[src/rtl/rvx_pkg.sv]
// ----------------------------------------------------------------------------
// rvx_pkg
// Shared types and constants of the RV32I execute block: opcodes, the
// instruction classes found by the front end, queue entries and back-end
// states.
// ----------------------------------------------------------------------------
`default_nettype none

package rvx_pkg;

    localparam int MEM_BYTES_DEF = 65536;

    localparam logic [6:0] OPC_OP     = 7'h33;
    localparam logic [6:0] OPC_OPIMM  = 7'h13;
    localparam logic [6:0] OPC_LOAD   = 7'h03;
    localparam logic [6:0] OPC_STORE  = 7'h23;
    localparam logic [6:0] OPC_BRANCH = 7'h63;
    localparam logic [6:0] OPC_JAL    = 7'h6F;
    localparam logic [6:0] OPC_JALR   = 7'h67;
    localparam logic [6:0] OPC_LUI    = 7'h37;
    localparam logic [6:0] OPC_AUIPC  = 7'h17;
    localparam logic [6:0] OPC_SYSTEM = 7'h73;

    localparam logic [31:0] WORD_ECALL  = 32'h0000_0073;
    localparam logic [31:0] WORD_EBREAK = 32'h0010_0073;

    localparam logic [6:0] F7_ZERO = 7'h00;
    localparam logic [6:0] F7_ALT  = 7'h20;

    typedef enum logic [3:0] {
        CL_IMAGE,
        CL_OP,
        CL_OPIMM,
        CL_LOAD,
        CL_STORE,
        CL_BRANCH,
        CL_JAL,
        CL_JALR,
        CL_LUI,
        CL_AUIPC,
        CL_SYSTEM,
        CL_ILLEGAL
    } cls_t;

    typedef struct packed {
        logic        mode;
        logic [31:0] word;
        logic [15:0] img_addr;
        logic [7:0]  img_byte;
        cls_t        cls;
        logic        illegal;
    } q_item_t;

    typedef struct packed {
        logic clearing;
    } bk_status_t;

    typedef struct packed {
        logic [31:0] next_pc;
        logic        reg_written;
        logic [4:0]  dest_index;
        logic [31:0] dest_value;
        logic        illegal;
    } result_t;

    typedef enum logic [1:0] {
        BK_CLEAR,
        BK_IDLE,
        BK_EXEC,
        BK_LOAD
    } bk_state_t;

endpackage

`default_nettype wire

[src/rtl/rvx_ifs.sv]
// ----------------------------------------------------------------------------
// rvx interfaces
// Valid/ready channels carrying the input items and the result items.
// ----------------------------------------------------------------------------
`default_nettype none

interface rvx_in_if;
    logic        valid;
    logic        ready;
    logic        mode;
    logic [31:0] instr_word;
    logic [15:0] image_address;
    logic [7:0]  image_byte;

    modport source (output valid, mode, instr_word, image_address, image_byte,
                    input ready);
    modport sink   (input valid, mode, instr_word, image_address, image_byte,
                    output ready);
endinterface


`default_nettype wire

[src/rtl/rvx_front.sv]
// ----------------------------------------------------------------------------
// rvx_front
// Accepts items, classifies the instruction word and checks its encoding,
// and holds the classified items in a two-entry queue for the back end.
// ----------------------------------------------------------------------------
`default_nettype none

module rvx_front import rvx_pkg::*;
(
    input  logic       clk,
    input  logic       rst_n,
    rvx_in_if.sink     in_ch,
    input  bk_status_t status,
    output q_item_t    q_item,
    output logic       q_valid,
    input  logic       q_pop
);

    q_item_t     entry_reg [2];
    logic        wr_ptr_reg;
    logic        wr_ptr_next;
    logic        rd_ptr_reg;
    logic        rd_ptr_next;
    logic [1:0]  count_reg;
    logic [1:0]  count_next;
    logic        push;
    q_item_t     dec;
    logic [6:0]  opc;
    logic [2:0]  f3;
    logic [6:0]  f7;

    assign in_ch.ready = (count_reg != 2'd2) && !status.clearing;
    assign push        = in_ch.valid && in_ch.ready;

    assign opc = in_ch.instr_word[6:0];
    assign f3  = in_ch.instr_word[14:12];
    assign f7  = in_ch.instr_word[31:25];

    always_comb
    begin
        dec.mode     = in_ch.mode;
        dec.word     = in_ch.instr_word;
        dec.img_addr = in_ch.image_address;
        dec.img_byte = in_ch.image_byte;
        dec.cls      = CL_ILLEGAL;
        if (in_ch.mode)
        begin
            dec.cls = CL_IMAGE;
        end
        else
        begin
            unique case (opc)
                OPC_OP:
                    if (f7 == F7_ZERO || (f7 == F7_ALT && (f3 == 3'd0 || f3 == 3'd5)))
                        dec.cls = CL_OP;
                OPC_OPIMM:
                    if ((f3 != 3'd1 && f3 != 3'd5) || f7 == F7_ZERO
                        || (f3 == 3'd5 && f7 == F7_ALT))
                        dec.cls = CL_OPIMM;
                OPC_LOAD:
                    if (f3 != 3'd3 && f3 != 3'd6 && f3 != 3'd7)
                        dec.cls = CL_LOAD;
                OPC_STORE:
                    if (f3 <= 3'd2)
                        dec.cls = CL_STORE;
                OPC_BRANCH:
                    if (f3 != 3'd2 && f3 != 3'd3)
                        dec.cls = CL_BRANCH;
                OPC_JAL:
                    dec.cls = CL_JAL;
                OPC_JALR:
                    if (f3 == 3'd0)
                        dec.cls = CL_JALR;
                OPC_LUI:
                    dec.cls = CL_LUI;
                OPC_AUIPC:
                    dec.cls = CL_AUIPC;
                OPC_SYSTEM:
                    if (in_ch.instr_word == WORD_ECALL || in_ch.instr_word == WORD_EBREAK)
                        dec.cls = CL_SYSTEM;
                default:
                    dec.cls = CL_ILLEGAL;
            endcase
        end
        dec.illegal = (dec.cls == CL_ILLEGAL);
    end

    always_comb
    begin
        wr_ptr_next = wr_ptr_reg ^ push;
        rd_ptr_next = rd_ptr_reg ^ q_pop;
        count_next  = count_reg + {1'b0, push} - {1'b0, q_pop};
    end

    always_ff @(posedge clk or negedge rst_n)
    begin
        if (!rst_n)
        begin
            wr_ptr_reg <= 1'b0;
            rd_ptr_reg <= 1'b0;
            count_reg  <= 2'd0;
        end
        else
        begin
            wr_ptr_reg <= wr_ptr_next;
            rd_ptr_reg <= rd_ptr_next;
            count_reg  <= count_next;
        end
    end

    always_ff @(posedge clk)
    begin
        if (push)
        begin
            entry_reg[wr_ptr_reg] <= dec;
        end
    end

    assign q_valid = (count_reg != 2'd0);
    assign q_item  = entry_reg[rd_ptr_reg];

endmodule

`default_nettype wire

[src/flat_wrapper.sv]
// flat-port wrapper written by rule: the top's interface ports become plain ports
module rvx_front_flat import rvx_pkg::*;
  (clk, rst_n, status, q_item, q_valid, q_pop, in_ch_valid, in_ch_mode, in_ch_instr_word, in_ch_image_address, in_ch_image_byte, in_ch_ready);
  rvx_in_if in_ch_i ();
  input  logic clk;
  input  logic rst_n;
  input  bk_status_t status;
  output q_item_t q_item;
  output logic q_valid;
  input  logic q_pop;
  input wire logic [$bits(in_ch_i.valid)-1:0] in_ch_valid;
  input wire logic [$bits(in_ch_i.mode)-1:0] in_ch_mode;
  input wire logic [$bits(in_ch_i.instr_word)-1:0] in_ch_instr_word;
  input wire logic [$bits(in_ch_i.image_address)-1:0] in_ch_image_address;
  input wire logic [$bits(in_ch_i.image_byte)-1:0] in_ch_image_byte;
  output wire logic [$bits(in_ch_i.ready)-1:0] in_ch_ready;
  assign in_ch_i.valid = in_ch_valid;
  assign in_ch_i.mode = in_ch_mode;
  assign in_ch_i.instr_word = in_ch_instr_word;
  assign in_ch_i.image_address = in_ch_image_address;
  assign in_ch_i.image_byte = in_ch_image_byte;
  assign in_ch_ready = in_ch_i.ready;
  rvx_front u_core (.clk(clk), .rst_n(rst_n), .in_ch(in_ch_i), .status(status), .q_item(q_item), .q_valid(q_valid), .q_pop(q_pop));
endmodule
[config.mk]
export PLATFORM = sky130hd
export DESIGN_NAME = rvx_front_flat
export DESIGN_NICKNAME = d
export VERILOG_FILES = /design/src/rtl/rvx_pkg.sv /design/src/rtl/rvx_ifs.sv /design/src/rtl/rvx_front.sv /design/src/flat_wrapper.sv
export SDC_FILE = /design/constraint.sdc
export NUM_CORES = 1
export LEC_CHECK = 0
export BUFFER_PORTS_ARGS = -buffer_cell sky130_fd_sc_hd__buf_2
export CAP_MARGIN = 15
export CORE_AREA = 8 8 153 155
export DETAILED_ROUTE_END_ITERATION = 8
export DIE_AREA = 0 0 161 163
export SETUP_SLACK_MARGIN = 0.4
export SKIP_LAST_GASP = 1
export SYNTH_ARGS = -nofsm -noshare
export SYNTH_HDL_FRONTEND = slang
export SYNTH_SLANG_ARGS = --single-unit
[constraint.sdc]
create_clock -name clk -period 8.05 [get_ports clk]
set_input_delay 0.4025 -clock clk [delete_from_list [all_inputs] [get_ports clk]]
set_output_delay 0.4025 -clock clk [all_outputs]
set_load 0.01 [all_outputs]
# [Yosys cells after proc, flatten, opt, wreduce, memory -nomap -nowiden]
# Memory sizes are Yosys's and may differ from the RTL's.
# Cells that the tools add are included.
[word_totals] mem_bits_rw=124 input_bits=62 elab_cells=59 n_memories=1 ff_bits=4
[memory_table] memory="u_core.entry_reg" words=2 width=62 read_ports=1 rd_ports_with_merged_regs=0 wr=1 line="rvx_front.sv:19" text="q_item_t entry_reg [2];"
[classes] n_eq_ne=22 n_lt_le_gt_ge=1 bitwise_logic=2 addsub=2 n_mux=11 reduce_logical=17
[ops] op="$pmux W4 S10" count=1
[ops] op="$eq A32 B21 Y1 const B" count=1
[ops] op="$eq A32 B7 Y1 const B" count=1
[ops] op="$eq A7 B6 Y1 const B" count=4
[ops] op="$eq A7 B7 Y1 const B" count=4
[ops] op="$mux W4" count=7
[ops] op="$eq A7 B5 Y1 const B" count=2
[ops] op="$ne A3 B3 Y1 const B" count=3
[ops] op="$logic_and A1 B1 Y1" count=8
[ops] op="$eq A7 B2 Y1 const B" count=1
[ops] op="$logic_not A7 Y1" count=1
[ops] op="$ne A3 B2 Y1 const B" count=2
[ops] op="$logic_or A1 B1 Y1" count=5
[ops] op="$eq A4 B4 Y1 const B" count=1
[ops] op="$eq A3 B3 Y1 const B" count=1
[ops] op="$le A3 B2 Y1 const B" count=1
[ops] op="$logic_not A3 Y1" count=1
[ops] op="$mux W1" count=3
[ops] op="$ne A3 B1 Y1 const B" count=1
[ops] op="$add A2 B1 Y2" count=1
[ops] op="$ne A2 B2 Y1 const B" count=1
[ops] op="$reduce_bool A2 Y1" count=1
[ops] op="$sub A2 B1 Y2" count=1
[ops] op="$xor A1 B1 Y1" count=2
[ops] op="$logic_not A1 Y1" count=1

# [Depth between registers and ports, before layout]
[logic_depth] depth_word=8 mapped_depth=6

# [Worst setup path before layout]
# Ideal clock, no wire load.
[synth_timing] path_kind="reg2reg" start="register u_core.count_reg[1]" end="memory u_core.entry_reg[0][0] (netlist name) (enable)" stages_incl_launch_ff=4 path_buffers=0 t_required_ps=7623 path_slack_ps=5236 setup_ps=427 arrival_ps=2388 period_less_slack_ps=2814 cell_sequence="dfrtp_1 a21oi_1 and2_1 ha_1"
[synth_between] elab_chain_len=5
[synth_rtl] item="start, declared" line="rvx_front.sv:24" text="logic [1:0] count_reg;"
[synth_rtl] item="start signal, assigned" line="rvx_front.sv:107" text="count_reg <= count_next;"
[synth_rtl] item="$ne A2 B2 Y1" line="rvx_front.sv:32" text="assign in_ch.ready = (count_reg != 2'd2) && !status.clearing;"
[synth_rtl] item="$logic_and A1 B1 Y1" line="rvx_front.sv:32"
[synth_rtl] item="via in_ch_ready" line="flat_wrapper.sv:16" text="output wire logic [$bits(in_ch_i.ready)-1:0] in_ch_ready;"
[synth_rtl] item="$logic_and A1 B1 Y1" line="rvx_front.sv:33" text="assign push = in_ch.valid && in_ch.ready;"
[synth_rtl] item="$mux W1" line="rvx_front.sv:113" text="if (push)"
[synth_rtl] item="$mux W1 (not written as such)" line="rvx_front.sv:115" text="entry_reg[wr_ptr_reg] <= dec;"
[synth_rtl] item="end, declared" line="rvx_front.sv:19"
# The timed path passes the listed nets, and every way through them passes these cells.

==> impl_metrics.yaml <==
floorplan:
  die_h_um: 163
  io_pins: 126
  placementRows: 53
  die_x_um: 161
  fp.coreArea_mm2: 0.0208
  initial_core_util: 0.249
  die_area_mm2: 0.0262
timing:
  min_period_over_period: 0.341
  setup_viol: 0
  slew_headroom: 0.368
  slew_violations: 0
  fin_skew_ps: 8.77
  timing.fmax_mhz: 364
  min_period_ps: 2750
  tightest_slew_ps: 947
  rsz0062_at_grt: "false"
  finalHoldViolCount: 0
  tns_ps: 0
placement:
  gp_congestion: 0.709
  io_buffer_count: 125
  place_hpwl_mm: 8.09
  dp.cells: 668
power_and_ir_drop:
  p_comb_frac: 0.234
  power_frac_seq: 0.409
  power.density_mw_per_mm2: 322
  irDropWorstVdd_mv: 0.133
  p_int_mw: 1.56
  switching_share: 0.277
  p_clk_frac: 0.357
  switchingPower_mw: 0.597
  power_leakage_nw: 2.42
worst_setup_path:
  crit_fanout: 35
  critical_path_required_ps: 7650
  cp-end-kind: "primary output"
  critPathSlowestCell: "dfrtp_2"
  cp-start-kind: "flip-flop"
  worstPathCellList: "buf_4 > mux2_2 > buf_2"
  cpPeakStageDelay_ps: 810
  r2r_setup_slack_ps: 5950
  crit_arrival_ps: 2350
  worstSetupPathType: "flip-flop to primary output"
finish:
  nFillCells: 2067
  ff_latch_area_mm2: 0.00382
  multiInputGateArea_mm2: 0.00126
  fin_cells: 701
  drive_above_1_share: 0.547
  area_growth_pct: 29.3
  largest_reg_flops: 124
  antenna_cells: 0
  layout.nets: 479
detailed_routing:
  post_drt_via_cell_ratio: 4.18
  dr_total_vias: 2929
  drt_pass1_iterations: 4
  antenna_left: 0
  drc_errors: 0
  drt_iter0_drc: 146
  drt_wl_total_mm: 11.9
  wl_per_cell_um: 17.0
outcome:
  status: "finished clean"
clock_network:
  clock_latency_ps: 410
  cts_max_path_buffers: 2
  cts_tree: "built"
  clkTransAtPathRegs_ps: 60
  cts-root-buf: "clkbuf_16"
  h-tree-depth: 4
  cts_sinks: 128
  cts_buffers: 17
yosys:
  synth_edf_count: 124
  async_flop_share: 0.0313
  synth_area_mm2: 0.00517
  syn_avg_cell_area_um2: 18.5
  syn_nets: 346
  seq_area_frac_synth: 0.739
  synth_cells: 280
  synth.largest_area_cell: "edfxtp_1"
  synth_top_area_frac: 0.720
  synth.area.top_cells: "edfxtp_1 (72%), mux2_2 (13%), dfrtp_1 (1.9%), ha_1 (0.97%), buf_6 (0.87%)"
  synth_ff_type: "edfxtp_1"
  ys_ff_latch: 128
  synth_warnings: 0
  yosys.cell_types.count: 45
global_routing:
  grt_first_pass_wirelength_mm: 18.0
  grt_max_degree: 63
  grt_overflow: 0
  use_met1: 0.0969
  globalRoute.busiestLayer: "met2"
  grt_antenna_before_repair: 0
  met2_usage: 0.161
  use_met3: 0.0377
  track_usage: 0.0910
  grt_pass1_vias: 3210
min_path:
  hp-class: "primary input to flip-flop"
run:
  cap_violations: 0
==> path summary, 6_finish.rpt <==
kind,startpoint,to,cells after the start
worst min-delay path,in_ch_instr_word[20],u_core.entry_reg[1][49],1
worst min register to register,u_core.count_reg[1],u_core.count_reg[1],2
min in group asynchronous,rst_n,u_core.wr_ptr_reg,2
worst max-delay path,u_core.rd_ptr_reg,q_item[50],3
max in group asynchronous,rst_n,u_core.rd_ptr_reg,2
worst max register to register,u_core.count_reg[1],u_core.entry_reg[0][54],3
==> layout make-up <==
cell class | count | share of cell area
timing repair buffer | 127 | 0.0961
sequential | 128 | 0.572
clock inverter | 14 | 0.0247
inverter | 7 | 0.00393
clock buffer | 18 | 0.0641
multi-input combinational | 132 | 0.188
tap | 275 | 0.0514
==> cells by family (layout without fill, tap and decap cells) <==
kind of cell               Yosys count  after routing  share of synthesized area
xor gates and xnor gates             5              5                    0.00846
and+or+nand+nor                     35             35                     0.0464
AOI/OAI and AO/OA                   24             24                     0.0341
DFF                                128            128                      0.739
buffers and inverters               20            166                     0.0227
adders and majority gates            4              4                    0.00967
muxes                               64             64                      0.140
==> stage by stage <==
stage                     cell area (um2)  worst slack [ps]  power [mW]  hold WS (ps)   util
final                                6690              5300        2.16           181  0.321
after global routing                 6690              5130        2.26           157  0.321
after CTS                            6690              5210        2.20           157  0.321
after detailed placement             6090              5660        1.42           216  0.292
after global placement               6090              5600        1.41           212  0.292
after floorplan                      5170              5240        1.21           107      -
==> power groups by stage <==
stage / combinational (mW) / clock (mW) / sequential, mW
3_5_place_dp: 0.521 / 0 / 0.899
6_report: 0.504 / 0.771 / 0.883
3_3_place_gp: 0.514 / 0 / 0.894
5_1_grt: 0.551 / 0.817 / 0.894
4_1_cts: 0.525 / 0.792 / 0.886
2_1_floorplan: 0.345 / 0 / 0.862
==> repair_timing <==
action	4_1_cts	5_1_grt
hold buffers	1	0
gates resized for setup	0	0
endpoints found under the hold margin	4	0
buffers inserted	0	0
==> Yosys cell counts, types with 4 or more instances <==
| cell | number |
|---|---|
| a21oi_1 | 4 |
| edfxtp_1 | 124 |
| inv_1 | 7 |
| nor2_1 | 5 |
| ha_1 | 4 |
| mux2_2 | 62 |
| dfrtp_1 | 4 |
| nand2_1 | 4 |
| o21ai_0 | 4 |
| nor4_1 | 4 |
| buf_6 | 4 |
| buf_2 | 7 |
==> worst max-delay path, delay by kind of cell (launching register included) <==
kind / cells / cell delay [ps]
multiplexers: 1 / 410
buffers and inverters: 2 / 670
flip-flops: 1 / 810
==> layer usage <==
metal	share of wire	wire length (um)
met5	0	0
met2	0.51	6070
met4	0.011	126
met1	0.41	4950
met3	0.066	787
==> cells in the final DEF, fill, tap and decap left out, types with 3 or more instances in the layout <==
cell	synthesis	layout
edfxtp_1	124	124
buf_2	7	125
a211oi_1	3	3
and2_1	3	3
o21ai_0	4	4
nand3_1	3	3
a21oi_1	4	4
xnor2_1	3	3
o22a_1	3	3
inv_1	7	7
nor4_1	4	4
clkbuf_16	0	17
mux2_2	62	62
nand2_1	4	4
bufinv_16	0	3
nor2_1	5	5
clkinvlp_4	0	4
clkinv_2	0	3
dfrtp_1	4	3
No activity file was read; power rests on OpenSTA's default activity.
